--- src/rtl/swmv_pkg.sv ---
// ----------------------------------------------------------------------------
// swmv_pkg
// Shared widths, register indexes, types and the vote pick function for the
// sliding window majority filter.
// ----------------------------------------------------------------------------
package swmv_pkg;

    localparam int LBL_W    = 4;   // label field width
    localparam int CNT_W    = 7;   // per-label occurrence count
    localparam int FILL_W   = 7;   // fill count and window length
    localparam int CFG_W    = 7;   // widest configuration register
    localparam int NUM_W    = 5;   // num_labels register
    localparam int CFG_AW   = 1;   // configuration index width
    localparam int GRP      = 4;   // counters per first-level vote group
    localparam int LBL_SPAN = 16;  // labels a 4-bit field can name

    localparam logic [CFG_AW-1:0] REG_WINDOW_LENGTH = 1'b0;
    localparam logic [CFG_AW-1:0] REG_NUM_LABELS    = 1'b1;

    localparam logic MODE_PUSH  = 1'b0;
    localparam logic MODE_CLEAR = 1'b1;

    localparam logic [CFG_W-1:0] WINDOW_LENGTH_RST = 7'd30;
    localparam logic [NUM_W-1:0] NUM_LABELS_RST    = 5'd10;

    // vote candidate: label index and its count, vld marks it eligible
    typedef struct packed {
        logic             vld;
        logic [LBL_W-1:0] idx;
        logic [CNT_W-1:0] cnt;
    } cand_t;

    // count update request from the update stage to the counter bank
    typedef struct packed {
        logic             clear;
        logic             inc_en;
        logic [LBL_W-1:0] inc_idx;
        logic             dec_en;
        logic [LBL_W-1:0] dec_idx;
    } cnt_cmd_t;

    // lo holds the lower label indexes, so it keeps ties
    function automatic cand_t pick(cand_t lo, cand_t hi);
        cand_t res;
        res = lo;
        if (hi.vld && (!lo.vld || (hi.cnt > lo.cnt)))
        begin
            res = hi;
        end
        return res;
    endfunction

endpackage

--- src/rtl/swmv_ring.sv ---
// ----------------------------------------------------------------------------
// swmv_ring
// Label history RAM: one write port, one read port, registered read data.
// ----------------------------------------------------------------------------
module swmv_ring #(
    parameter int DEPTH = 64,
    parameter int AW    = 6
) (
    input  logic                       clk,
    input  logic                       rd_en,
    input  logic [AW-1:0]              rd_addr,
    output logic [swmv_pkg::LBL_W-1:0] rd_data,
    input  logic                       wr_en,
    input  logic [AW-1:0]              wr_addr,
    input  logic [swmv_pkg::LBL_W-1:0] wr_data
);

    logic [swmv_pkg::LBL_W-1:0] ring_mem [DEPTH];
    logic [swmv_pkg::LBL_W-1:0] rd_data_reg;

    always_ff @(posedge clk)
    begin
        if (wr_en)
        begin
            ring_mem[wr_addr] <= wr_data;
        end
        if (rd_en)
        begin
            rd_data_reg <= ring_mem[rd_addr];
        end
    end

    assign rd_data = rd_data_reg;

endmodule

--- src/rtl/swmv_count_bank.sv ---
// ----------------------------------------------------------------------------
// swmv_count_bank
// Row of per-label counters with the first level of the vote tree.
// Each counter watches the increment and decrement indexes itself.
// ----------------------------------------------------------------------------
module swmv_count_bank #(
    parameter int DEPTH = 16,
    parameter int NGRP  = 4
) (
    input  logic                       clk,
    input  logic                       rst_n,
    input  logic                       commit,
    input  swmv_pkg::cnt_cmd_t         cmd,
    input  logic [swmv_pkg::NUM_W-1:0] n_lbl,
    output swmv_pkg::cand_t            grp_best [NGRP]
);

    logic [swmv_pkg::CNT_W-1:0] cnt_reg  [DEPTH];
    logic [swmv_pkg::CNT_W-1:0] cnt_next [DEPTH];

    always_comb
    begin
        logic [swmv_pkg::CNT_W:0] up;
        for (int i = 0; i < DEPTH; i++)
        begin
            up = {1'b0, cnt_reg[i]};
            if (cmd.inc_en && (cmd.inc_idx == swmv_pkg::LBL_W'(i)))
            begin
                up = up + 1'b1;
            end
            // evicted label drops after the new one is counted
            if (cmd.dec_en && (cmd.dec_idx == swmv_pkg::LBL_W'(i)) && (up != '0))
            begin
                up = up - 1'b1;
            end
            if (cmd.clear)
            begin
                cnt_next[i] = '0;
            end
            else
            begin
                cnt_next[i] = up[swmv_pkg::CNT_W-1:0];
            end
        end
    end

    always_ff @(posedge clk or negedge rst_n)
    begin
        if (!rst_n)
        begin
            for (int i = 0; i < DEPTH; i++)
            begin
                cnt_reg[i] <= '0;
            end
        end
        else if (commit)
        begin
            for (int i = 0; i < DEPTH; i++)
            begin
                cnt_reg[i] <= cnt_next[i];
            end
        end
    end

    // best of each group, taken from the updated counts
    always_comb
    begin
        swmv_pkg::cand_t best;
        swmv_pkg::cand_t c;
        for (int g = 0; g < NGRP; g++)
        begin
            best = '0;
            for (int k = 0; k < swmv_pkg::GRP; k++)
            begin
                c = '0;
                if ((g * swmv_pkg::GRP + k) < DEPTH)
                begin
                    c.vld = swmv_pkg::NUM_W'(g * swmv_pkg::GRP + k) < n_lbl;
                    c.idx = swmv_pkg::LBL_W'(g * swmv_pkg::GRP + k);
                    c.cnt = cnt_next[g * swmv_pkg::GRP + k];
                end
                best = swmv_pkg::pick(best, c);
            end
            grp_best[g] = best;
        end
    end

endmodule

--- src/rtl/sliding_window_majority_vote_top.sv ---
// ----------------------------------------------------------------------------
// sliding_window_majority_vote_top
// Majority vote over the most recent labels of a classifier stream.
//
//   port group   dir  contents
//   s_axis       in   tuser[0] mode (1 = clear), tdata[3:0] label
//   m_axis       out  tdata: majority, evicted valid/label, fill, rejected
//   cfg          in   cfg_addr 0 window_length, 1 num_labels
//
// A request passes the update stage, the vote stage register and the
// output register. The ring RAM is read at acceptance and the counter row
// is updated when the update stage commits; ready stays low until then.
// Reset clears pointers, fill and counts at once; no clearing pass is run.
// A stalled result is held in the output register while the next request
// moves through update and the first vote level.
// ----------------------------------------------------------------------------
module sliding_window_majority_vote_top #(
    parameter int WINDOW_MAX = 64,
    parameter int LABEL_MAX  = 16
) (
    input  logic                        clk,
    input  logic                        rst_n,
    input  logic                        cfg_we,
    input  logic [swmv_pkg::CFG_AW-1:0] cfg_addr,
    input  logic [swmv_pkg::CFG_W-1:0]  cfg_wdata,
    input  logic                        s_axis_tvalid,
    output logic                        s_axis_tready,
    input  logic [7:0]                  s_axis_tdata,  // [3:0] label
    input  logic [0:0]                  s_axis_tuser,  // [0] mode
    output logic                        m_axis_tvalid,
    input  logic                        m_axis_tready,
    // [3:0] majority_label, [4] evicted_valid, [8:5] evicted_label,
    // [15:9] fill_count, [16] rejected
    output logic [23:0]                 m_axis_tdata
);

    localparam int PTR_W     = (WINDOW_MAX > 1) ? $clog2(WINDOW_MAX) : 1;
    localparam int CNT_DEPTH = (LABEL_MAX < swmv_pkg::LBL_SPAN) ? LABEL_MAX
                                                                 : swmv_pkg::LBL_SPAN;
    localparam int NGRP      = (CNT_DEPTH + swmv_pkg::GRP - 1) / swmv_pkg::GRP;
    localparam int FILL_TOP  = (1 << swmv_pkg::FILL_W) - 1;
    localparam int WMAX_FILL = (WINDOW_MAX > FILL_TOP) ? FILL_TOP : WINDOW_MAX;
    localparam int NUM_TOP   = (1 << swmv_pkg::NUM_W) - 1;
    localparam int LMAX_NUM  = (LABEL_MAX > NUM_TOP) ? NUM_TOP : LABEL_MAX;
    localparam int SUM_W     = ((PTR_W > swmv_pkg::FILL_W) ? PTR_W : swmv_pkg::FILL_W) + 1;

    // configuration
    logic [swmv_pkg::CFG_W-1:0]  win_reg;
    logic [swmv_pkg::NUM_W-1:0]  num_reg;
    logic [swmv_pkg::FILL_W-1:0] win_eff;
    logic [swmv_pkg::NUM_W-1:0]  n_eff;

    // window state
    logic [PTR_W-1:0]            oldest_reg;
    logic [PTR_W-1:0]            oldest_next;
    logic [swmv_pkg::FILL_W-1:0] fill_reg;
    logic [swmv_pkg::FILL_W-1:0] fill_next;

    // update stage
    logic                        u_valid_reg;
    logic                        u_mode_reg;
    logic [swmv_pkg::LBL_W-1:0]  u_label_reg;
    logic                        rej;
    logic                        push;
    logic                        evict;
    logic [swmv_pkg::LBL_W-1:0]  ev_label;
    logic [swmv_pkg::LBL_W-1:0]  rd_data;
    logic [SUM_W-1:0]            slot_sum;
    logic [PTR_W-1:0]            slot;
    swmv_pkg::cnt_cmd_t          cnt_cmd;
    swmv_pkg::cand_t             grp_best [NGRP];

    // vote stage
    logic                        a_valid_reg;
    swmv_pkg::cand_t             a_grp_reg [NGRP];
    logic                        a_ev_valid_reg;
    logic [swmv_pkg::LBL_W-1:0]  a_ev_label_reg;
    logic [swmv_pkg::FILL_W-1:0] a_fill_reg;
    logic                        a_rej_reg;
    swmv_pkg::cand_t             final_best;

    // output register
    logic                        o_valid_reg;
    logic [swmv_pkg::LBL_W-1:0]  o_maj_reg;
    logic                        o_ev_valid_reg;
    logic [swmv_pkg::LBL_W-1:0]  o_ev_label_reg;
    logic [swmv_pkg::FILL_W-1:0] o_fill_reg;
    logic                        o_rej_reg;

    logic in_accept;
    logic out_load;
    logic a_free;
    logic s1_commit;

    assign out_load      = a_valid_reg && (!o_valid_reg || m_axis_tready);
    assign a_free        = !a_valid_reg || out_load;
    assign s1_commit     = u_valid_reg && a_free;
    // interlock: the next ring read waits until pointer and ring write retire
    assign s_axis_tready = !u_valid_reg;
    assign in_accept     = s_axis_tvalid && s_axis_tready;

    always_ff @(posedge clk or negedge rst_n)
    begin
        if (!rst_n)
        begin
            win_reg <= swmv_pkg::WINDOW_LENGTH_RST;
            num_reg <= swmv_pkg::NUM_LABELS_RST;
        end
        else if (cfg_we)
        begin
            unique case (cfg_addr)
                swmv_pkg::REG_WINDOW_LENGTH: win_reg <= cfg_wdata;
                swmv_pkg::REG_NUM_LABELS:    num_reg <= cfg_wdata[swmv_pkg::NUM_W-1:0];
                default: ;
            endcase
        end
    end

    always_comb
    begin
        if (win_reg == '0)
        begin
            win_eff = swmv_pkg::FILL_W'(1);
        end
        else if (int'(win_reg) > WINDOW_MAX)
        begin
            win_eff = swmv_pkg::FILL_W'(WMAX_FILL);
        end
        else
        begin
            win_eff = win_reg;
        end
        if (int'(num_reg) > LABEL_MAX)
        begin
            n_eff = swmv_pkg::NUM_W'(LMAX_NUM);
        end
        else
        begin
            n_eff = num_reg;
        end
    end

    swmv_ring #(
        .DEPTH (WINDOW_MAX),
        .AW    (PTR_W)
    ) u_ring (
        .clk     (clk),
        .rd_en   (in_accept),
        .rd_addr (oldest_reg),
        .rd_data (rd_data),
        .wr_en   (s1_commit && push),
        .wr_addr (slot),
        .wr_data (u_label_reg)
    );

    always_ff @(posedge clk or negedge rst_n)
    begin
        if (!rst_n)
        begin
            u_valid_reg <= 1'b0;
        end
        else if (in_accept)
        begin
            u_valid_reg <= 1'b1;
        end
        else if (s1_commit)
        begin
            u_valid_reg <= 1'b0;
        end
    end

    always_ff @(posedge clk)
    begin
        if (in_accept)
        begin
            u_mode_reg  <= s_axis_tuser[0];
            u_label_reg <= s_axis_tdata[swmv_pkg::LBL_W-1:0];
        end
    end

    always_comb
    begin
        rej      = (u_mode_reg == swmv_pkg::MODE_PUSH) && ({1'b0, u_label_reg} >= n_eff);
        push     = (u_mode_reg == swmv_pkg::MODE_PUSH) && !rej;
        evict    = push && (fill_reg >= win_eff);
        ev_label = evict ? rd_data : '0;

        slot_sum = SUM_W'(oldest_reg) + SUM_W'(fill_reg);
        if (slot_sum >= SUM_W'(WINDOW_MAX))
        begin
            slot_sum = slot_sum - SUM_W'(WINDOW_MAX);
        end
        slot = slot_sum[PTR_W-1:0];

        oldest_next = oldest_reg;
        if (evict)
        begin
            oldest_next = (oldest_reg == PTR_W'(WINDOW_MAX - 1)) ? '0 : oldest_reg + 1'b1;
        end

        if (u_mode_reg == swmv_pkg::MODE_CLEAR)
        begin
            fill_next = '0;
        end
        else if (push && !evict)
        begin
            fill_next = fill_reg + 1'b1;
        end
        else
        begin
            fill_next = fill_reg;
        end

        cnt_cmd.clear   = (u_mode_reg == swmv_pkg::MODE_CLEAR);
        cnt_cmd.inc_en  = push;
        cnt_cmd.inc_idx = u_label_reg;
        cnt_cmd.dec_en  = evict;
        cnt_cmd.dec_idx = ev_label;
    end

    always_ff @(posedge clk or negedge rst_n)
    begin
        if (!rst_n)
        begin
            oldest_reg <= '0;
            fill_reg   <= '0;
        end
        else if (s1_commit)
        begin
            oldest_reg <= oldest_next;
            fill_reg   <= fill_next;
        end
    end

    swmv_count_bank #(
        .DEPTH (CNT_DEPTH),
        .NGRP  (NGRP)
    ) u_count_bank (
        .clk      (clk),
        .rst_n    (rst_n),
        .commit   (s1_commit),
        .cmd      (cnt_cmd),
        .n_lbl    (n_eff),
        .grp_best (grp_best)
    );

    always_ff @(posedge clk or negedge rst_n)
    begin
        if (!rst_n)
        begin
            a_valid_reg <= 1'b0;
        end
        else if (s1_commit)
        begin
            a_valid_reg <= 1'b1;
        end
        else if (out_load)
        begin
            a_valid_reg <= 1'b0;
        end
    end

    always_ff @(posedge clk)
    begin
        if (s1_commit)
        begin
            for (int g = 0; g < NGRP; g++)
            begin
                a_grp_reg[g] <= grp_best[g];
            end
            a_ev_valid_reg <= evict;
            a_ev_label_reg <= ev_label;
            a_fill_reg     <= fill_next;
            a_rej_reg      <= rej;
        end
    end

    always_comb
    begin
        final_best = '0;
        for (int g = 0; g < NGRP; g++)
        begin
            final_best = swmv_pkg::pick(final_best, a_grp_reg[g]);
        end
    end

    always_ff @(posedge clk or negedge rst_n)
    begin
        if (!rst_n)
        begin
            o_valid_reg <= 1'b0;
        end
        else if (out_load)
        begin
            o_valid_reg <= 1'b1;
        end
        else if (m_axis_tready)
        begin
            o_valid_reg <= 1'b0;
        end
    end

    always_ff @(posedge clk)
    begin
        if (out_load)
        begin
            o_maj_reg      <= final_best.idx;
            o_ev_valid_reg <= a_ev_valid_reg;
            o_ev_label_reg <= a_ev_label_reg;
            o_fill_reg     <= a_fill_reg;
            o_rej_reg      <= a_rej_reg;
        end
    end

    assign m_axis_tvalid = o_valid_reg;
    assign m_axis_tdata  = {7'b0, o_rej_reg, o_fill_reg, o_ev_label_reg,
                            o_ev_valid_reg, o_maj_reg};

    // fill never grows past the ring
    a_fill_bound: assert property (@(posedge clk) disable iff (!rst_n)
        int'(fill_reg) <= WINDOW_MAX)
        else $error("fill beyond ring depth");

    a_oldest_hold: assert property (@(posedge clk) disable iff (!rst_n)
        s1_commit && !evict |=> $stable(oldest_reg))
        else $error("oldest pointer moved without eviction");

    a_fill_grow: assert property (@(posedge clk) disable iff (!rst_n)
        s1_commit && push && !evict |=>
            fill_reg == swmv_pkg::FILL_W'($past(fill_reg) + 1'b1))
        else $error("push without eviction did not grow fill");

    a_reject_hold: assert property (@(posedge clk) disable iff (!rst_n)
        s1_commit && rej |=> $stable(fill_reg) && $stable(oldest_reg))
        else $error("rejected request changed window state");

    a_no_read_in_update: assert property (@(posedge clk) disable iff (!rst_n)
        u_valid_reg && !s1_commit |=> u_valid_reg && $stable(oldest_reg))
        else $error("update stage lost while stalled");

endmodule

--- config.mk ---
export PLATFORM = sky130hd
export DESIGN_NAME = sliding_window_majority_vote_top
export DESIGN_NICKNAME = d
export VERILOG_FILES = /design/src/rtl/swmv_pkg.sv /design/src/rtl/swmv_ring.sv /design/src/rtl/swmv_count_bank.sv /design/src/rtl/sliding_window_majority_vote_top.sv
export SDC_FILE = /design/constraint.sdc
export NUM_CORES = 1
export LEC_CHECK = 0
export ABC_AREA = 1
export BUFFER_PORTS_ARGS = -buffer_cell sky130_fd_sc_hd__buf_2
export CAP_MARGIN = 20
export CELL_PAD_IN_SITES_DETAIL_PLACEMENT = 0
export CELL_PAD_IN_SITES_GLOBAL_PLACEMENT = 1
export CORE_ASPECT_RATIO = 1.1
export CORE_UTILIZATION = 49
export CTS_CLUSTER_DIAMETER = 80
export DETAILED_ROUTE_END_ITERATION = 10
export PLACE_DENSITY = 0.79
export SLEW_MARGIN = 20
export SYNTH_ARGS = -nofsm -noshare
export SYNTH_HDL_FRONTEND = slang
export SYNTH_SLANG_ARGS = --single-unit
--- constraint.sdc ---
create_clock -name clk -period 10.75 [get_ports clk]
set_input_delay 1.075 -clock clk [delete_from_list [all_inputs] [get_ports clk]]
set_output_delay 1.075 -clock clk [all_outputs]
set_load 0.01 [all_outputs]
==> results.md, run 1 <==
* Fin worst setup slack at 1.05 ns
* Status: completed
* Mapped cell area at 0.0305 mm2
* Remaining DRCs at 0
* Final period util at 90.3%
* Clk pin slew, worst setup/hold paths at 0.06 ns
* Share of cells above drive strength 1 at 6.25%
* Setup Viol. Count Final at 0
* Total Routing Usage GR at 27.2%
* Yosys cell types at 60
* Hpwl dp at 60500 um
* Routed Antenna Nets at 0
* Htree depth at 2
* Cells after Synth at 3831
* Arr. time, crit path at 10.07 ns
* CTS tree: built
* Antenna diode count at 0
* CP max stage cell: buf_4
* Final Cell Area at 0.0333 mm2
* RSZ-0062 raised after global routing: no
* Placed inst area at 0.0315 mm2
* Most numerous cell in the Yosys netlist: nand2_1
* # clock sinks at 478
* R2R cell count at 53
* Area leader, netlist: edfxtp_1
* Leakage at 15.4 nW
* Hold_buf cts at 0
* Worst VDD drop at 0.185 mV
* Port bufs at 36
* GR Overflow Total at 0
* Top cells by instance count after synthesis: nand2_1 (1075), nor2_1 (408), inv_1 (351), edfxtp_1 (338), o21ai_0 (313)
* First DRT Iteration DRCs at 1807
* Most common cell on crit path: nand2_1
* Final core occ at 54.3%
* Die height at 264 um
* Final TNS setup at 0 ns
* Post-synth top flop: edfxtp_1
* Slew HR at 31.9%
* Crit Path Max Fanout at 38
* Seq/Total Area, Yosys at 44.7%
* Number of global-route vias before repair at 24972
* #FFs+latches synth at 478
* Global-route wire length before repair at 135000 um
* Core area at 0.0613 mm2
* Syn_area_per_cell at 7.97 um2
* Post-CTS sizing at 0
* Post-synth EDFFs at 338
* R2R Path End: a_grp_reg[0][6]$_DFFE_PP_
* FMAX at 103 MHz
* Critical path launch point type: flop
* Final WL at 85200 um
* Setup Skew at 0.0596 ns
* CP bufs+invs at 12
* Yosys top cell area share at 33.2%
* Starting density of the core at 49.8%
* Dpl ws at 0.975 ns
* FP Rows at 95
* Hold Crit Class: in2async
* Top post-synthesis cells by area: edfxtp_1 (33%), nand2_1 (13%), dfrtp_1 (11%)
* Critical path class: reg2reg
* Vias at 26121
* PD cells at 256 mW/mm2
* DIE AREA at 0.0633 mm2
* Pin count of the biggest net entering global routing at 115
* GPL Wtd Cong at 0.889
* Clock Latency Late Sink at 0.64 ns
* Tot Pwr at 8.51 mW
* Number of placed I/O pins at 48
* CP Capture Type: flop
* Crit path time final at 9.70 ns
* Vias per cell at 5.56
* Hold Violations, Final at 0
* Synth async-reset ratio at 29.3%
* Initial antenna violation count at 0
* NumNets Final at 4020
* Die Span X at 240 um
* Final Max Slew Viols at 0
* Clk buf depth at 3
* WL/cell at 18.1 um
* Crit-path max cell delay at 0.56 ns
* Worst r2r src: num_reg[2]$_DFFE_PN0P_
* Worst-Margin Slew at 1.02 ns
* Area delta synth->final at 8.99%
* Post-CTS Setup Bufs at 0
* Drt first pass iters at 5
* Worst Path Required at 11.12 ns
* Max reg flops at 256
* Synth warn at 0
* Root buf cell: clkbuf_16
* CTS buffer count at 52
* Max Cap Viol at 0
* Setup slack, reg-to-reg at 1.05 ns
* Crit path max-delay family: simple AND/OR/NAND/NOR gates
report_power, final:
| part | switching [mW] | internal [mW] | leakage (nW) | total, mW |
|---|---|---|---|---|
| clock | 0.794 | 1.11 | 0.877 | 1.90 |
| combinational | 2.77 | 1.22 | 9.49 | 3.99 |
| sequential | 0.247 | 2.38 | 4.99 | 2.62 |
placed cells by master (no fill, tap or decap), types with 73 or more instances in the layout:
cell and instances:
nor2_1 408, dfrtp_1 132, o21ai_0 313, edfxtp_1 338
a21oi_1 73, nand3_1 287, xor2_1 84, nand4_1 141
nand2_1 1074, ha_1 168, inv_1 349
logic make-up after synthesis:
| group | synth area share (%) |
|---|---|
| and+or+nand+nor | 28.9 |
| xor gates and xnor gates | 3.43 |
| other | 0.0123 |
| adders and majority gates | 6.95 |
| AOI/OAI and AO/OA | 9.49 |
| muxes | 0.0369 |
| DFF | 44.7 |
| buffers and inverters | 6.47 |
worst max path at each step:
| stage | from | to | depth (start not counted) |
|---|---|---|---|
| final | num_reg[2]$_DFFE_PN0P_ | a_grp_reg[0][6]$_DFFE_PP_ | 53 |
| after floorplan | u_label_reg[0]$_DFFE_PP_ | a_grp_reg[2][1]$_DFFE_PP_ | 50 |
| after CTS | num_reg[2]$_DFFE_PN0P_ | a_grp_reg[2][2]$_DFFE_PP_ | 57 |
| after global placement | num_reg[2]$_DFFE_PN0P_ | a_grp_reg[2][0]$_DFFE_PP_ | 57 |
| after detailed placement | num_reg[2]$_DFFE_PN0P_ | a_grp_reg[2][0]$_DFFE_PP_ | 57 |
| after global routing | num_reg[2]$_DFFE_PN0P_ | a_grp_reg[2][2]$_DFFE_PP_ | 57 |
final cells by class:
cell class | count | area [um2]
clock buffers | 75 | 1480
clock inverters | 23 | 349
fillers | 5817 | 28000
inverters | 374 | 1410
multi-input cells | 2859 | 15000
flip-flops and latches | 478 | 13700
well taps | 824 | 1030
repair buffers | 64 | 413
stage by stage:
step / hold slack [ns] / std cells
6_report: 0.337 / 4697
5_1_grt: 0.337 / 4697
4_1_cts: 0.307 / 4697
3_5_place_dp: 0.407 / 4599
3_3_place_gp: 0.403 / 4599
2_1_floorplan: 0.400 / 3837
routing by layer:
layer | share of wire (%) | vias up | GRT usage (%)
li1 | - | 12929 | -
met3 | 5.3 | 138 | 3.05
met4 | 3.1 | 0 | 8.93
met2 | 47 | 740 | 44.4
met1 | 45 | 12314 | 37.6
met5 | 0 | - | 0
Power figures use the tool's default switching activity.
==> run 2, diff against run 1 <==
- BUFFER_PORTS_ARGS: -buffer_cell sky130_fd_sc_hd__buf_2 -> default
- DONT_BUFFER_PORTS: default -> 1
==> results.md, run 2 (synthesized netlist as in run 1, its figures left out) <==
* Leakage at 15.2 nW
* Share of power burned in the clock network at 22.0%
* Commonest non-fill, non-tap cell in the layout: nand2_1
* Most common cell on crit path: nand2_1
* Global-route wire length before repair at 136000 um
* Max Cap Viol at 0
* Worst VDD drop at 0.171 mV
* Comb pwr share at 46.8%
* Net Sw Frac at 45.3%
* Placed inst area at 0.0312 mm2
* Final Max Slew Viols at 0
* Share of cells above drive strength 1 at 5.22%
* NetSw at 3.84 mW
* Number of placed I/O pins at 48
* Setup Viol. Count Final at 0
* Crit-path max cell delay at 0.53 ns
* Commonest non-fill, non-tap cells in the layout: nand2_1 (1074), nor2_1 (408), inv_1 (349), edfxtp_1 (338), o21ai_0 (313)
* Crit Path Max Fanout at 18
* WL/cell at 18.4 um
* Total Routing Usage GR at 27.3%
* Met1 Usage GRT at 36.5%
* Number of global-route vias before repair at 25111
* Hold Crit Class: in2async
* Final WL at 85600 um
* Root buf cell: clkbuf_16
* Die height at 264 um
* Htree depth at 2
* CP max stage cell: dfrtp_1
* Critical path launch point type: flop
* Clock Latency Late Sink at 0.65 ns
* Met2 usage at 45.9%
* CTS buffer count at 52
* Hpwl dp at 60300 um
* Starting density of the core at 49.8%
* Final period util at 90.0%
* Remaining DRCs at 0
* Clk pin slew, worst setup/hold paths at 0.06 ns
* Setup slack, reg-to-reg at 1.08 ns
* Area delta synth->final at 8.13%
* Clk buf depth at 3
* PD cells at 256 mW/mm2
* Worst Path Required at 11.09 ns
* CTS tree: built
* Antenna diode count at 0
* NumNets Final at 3977
* Worst-Margin Slew at 1.01 ns
* Max reg flops at 256
* Drt first pass iters at 6
* Port bufs at 0
* Core area at 0.0613 mm2
* Sequential Power Share at 31.1%
* Routed Antenna Nets at 0
* GPL Wtd Cong at 0.898
* Pin count of the biggest net entering global routing at 141
* GR peak layer: met2
* Final Cell Area at 0.0330 mm2
* Internal at 4.63 mW
* Vias at 25920
* Die Span X at 240 um
* Post-CTS Setup Bufs at 0
* # clock sinks at 478
* Hold_buf cts at 0
* Status: completed
* FP Rows at 95
* Arr. time, crit path at 10.01 ns
* CP Capture Type: flop
* Slew HR at 32.1%
* First DRT Iteration DRCs at 2029
* Final TNS setup at 0 ns
* R2R Path End: a_grp_reg[2][5]$_DFFE_PP_
* RSZ-0062 raised after global routing: no
* FMAX at 103 MHz
* Setup Skew at 0.0581 ns
* Critical path class: reg2reg
* Initial antenna violation count at 1
* Hold Violations, Final at 0
* DIE AREA at 0.0633 mm2
* Met3 usage at 4.11%
* Crit path time final at 9.67 ns
* R2R cell count at 53
* GR Overflow Total at 0
* Vias per cell at 5.57
* Worst r2r src: num_reg[2]$_DFFE_PN0P_
* Post-CTS sizing at 0
## run 2: cell types whose count changed in the layout (fill, tap and decap cells not counted), sizes merged
cell and delta:
bufinv -2, clkinv +3, clkbuf -4, buf -43, inv +1, clkinvlp +2
## run 2: layer usage
| layer | vias to the layer above | share of wire, % |
|---|---|---|
| li1 | 12818 | - |
| met1 | 12229 | 44 |
| met2 | 748 | 48 |
| met3 | 123 | 6.0 |
| met4 | 2 | 2.4 |
| met5 | - | 0.015 |
## run 2: area by class of cell
type	instances	area (um2)
fill	5741	28300
sequential	478	13700
tap	824	1030
timing repair buffer	21	161
clock buffer	71	1450
inverter	374	1410
clock inverter	27	359
multi-input combinational	2859	15000
## run 2: through the flow
step | total power, mW | setup slack, ns | hold slack (ns) | util [%] | instances
floorplan | 5.47 | 2.44 | 0.400 | - | 3837
global placement | 6.51 | 1.29 | 0.405 | 50.9 | 4555
detailed placement | 6.60 | 1.29 | 0.421 | 50.9 | 4556
CTS | 8.49 | 1.22 | 0.0942 | 53.9 | 4654
global route | 9.14 | 0.0215 | 0.100 | 53.9 | 4654
finish | 8.47 | 1.08 | 0.140 | 53.9 | 4654
## run 2: power by group through the flow
stage	Combinational (mW)	Clock, mW	Sequential, mW
global placement	3.85	0	2.66
global route	4.50	1.98	2.66
CTS	3.96	1.90	2.63
detailed placement	3.93	0	2.66
finish	3.97	1.87	2.64
floorplan	2.91	0	2.56
## run 2: worst max path at each step
stage	start	endpoint	depth (start not counted)
detailed placement	num_reg[2]$_DFFE_PN0P_	a_grp_reg[2][2]$_DFFE_PP_	53
CTS	num_reg[2]$_DFFE_PN0P_	a_grp_reg[2][0]$_DFFE_PP_	53
finish	num_reg[2]$_DFFE_PN0P_	a_grp_reg[2][5]$_DFFE_PP_	53
floorplan	u_label_reg[0]$_DFFE_PP_	a_grp_reg[2][1]$_DFFE_PP_	50
global route	num_reg[2]$_DFFE_PN0P_	a_grp_reg[2][4]$_DFFE_PP_	53
global placement	num_reg[2]$_DFFE_PN0P_	a_grp_reg[2][6]$_DFFE_PP_	53
## run 2: critical path: cells and delay by family (launching register included)
| family | cells | cell delay, ns |
|---|---|---|
| adders and majority gates | 4 | 1.24 |
| DFF | 1 | 0.53 |
| AOI/OAI and AO/OA | 11 | 2.00 |
| buffers and inverters | 10 | 1.52 |
| and+or+nand+nor | 28 | 4.09 |
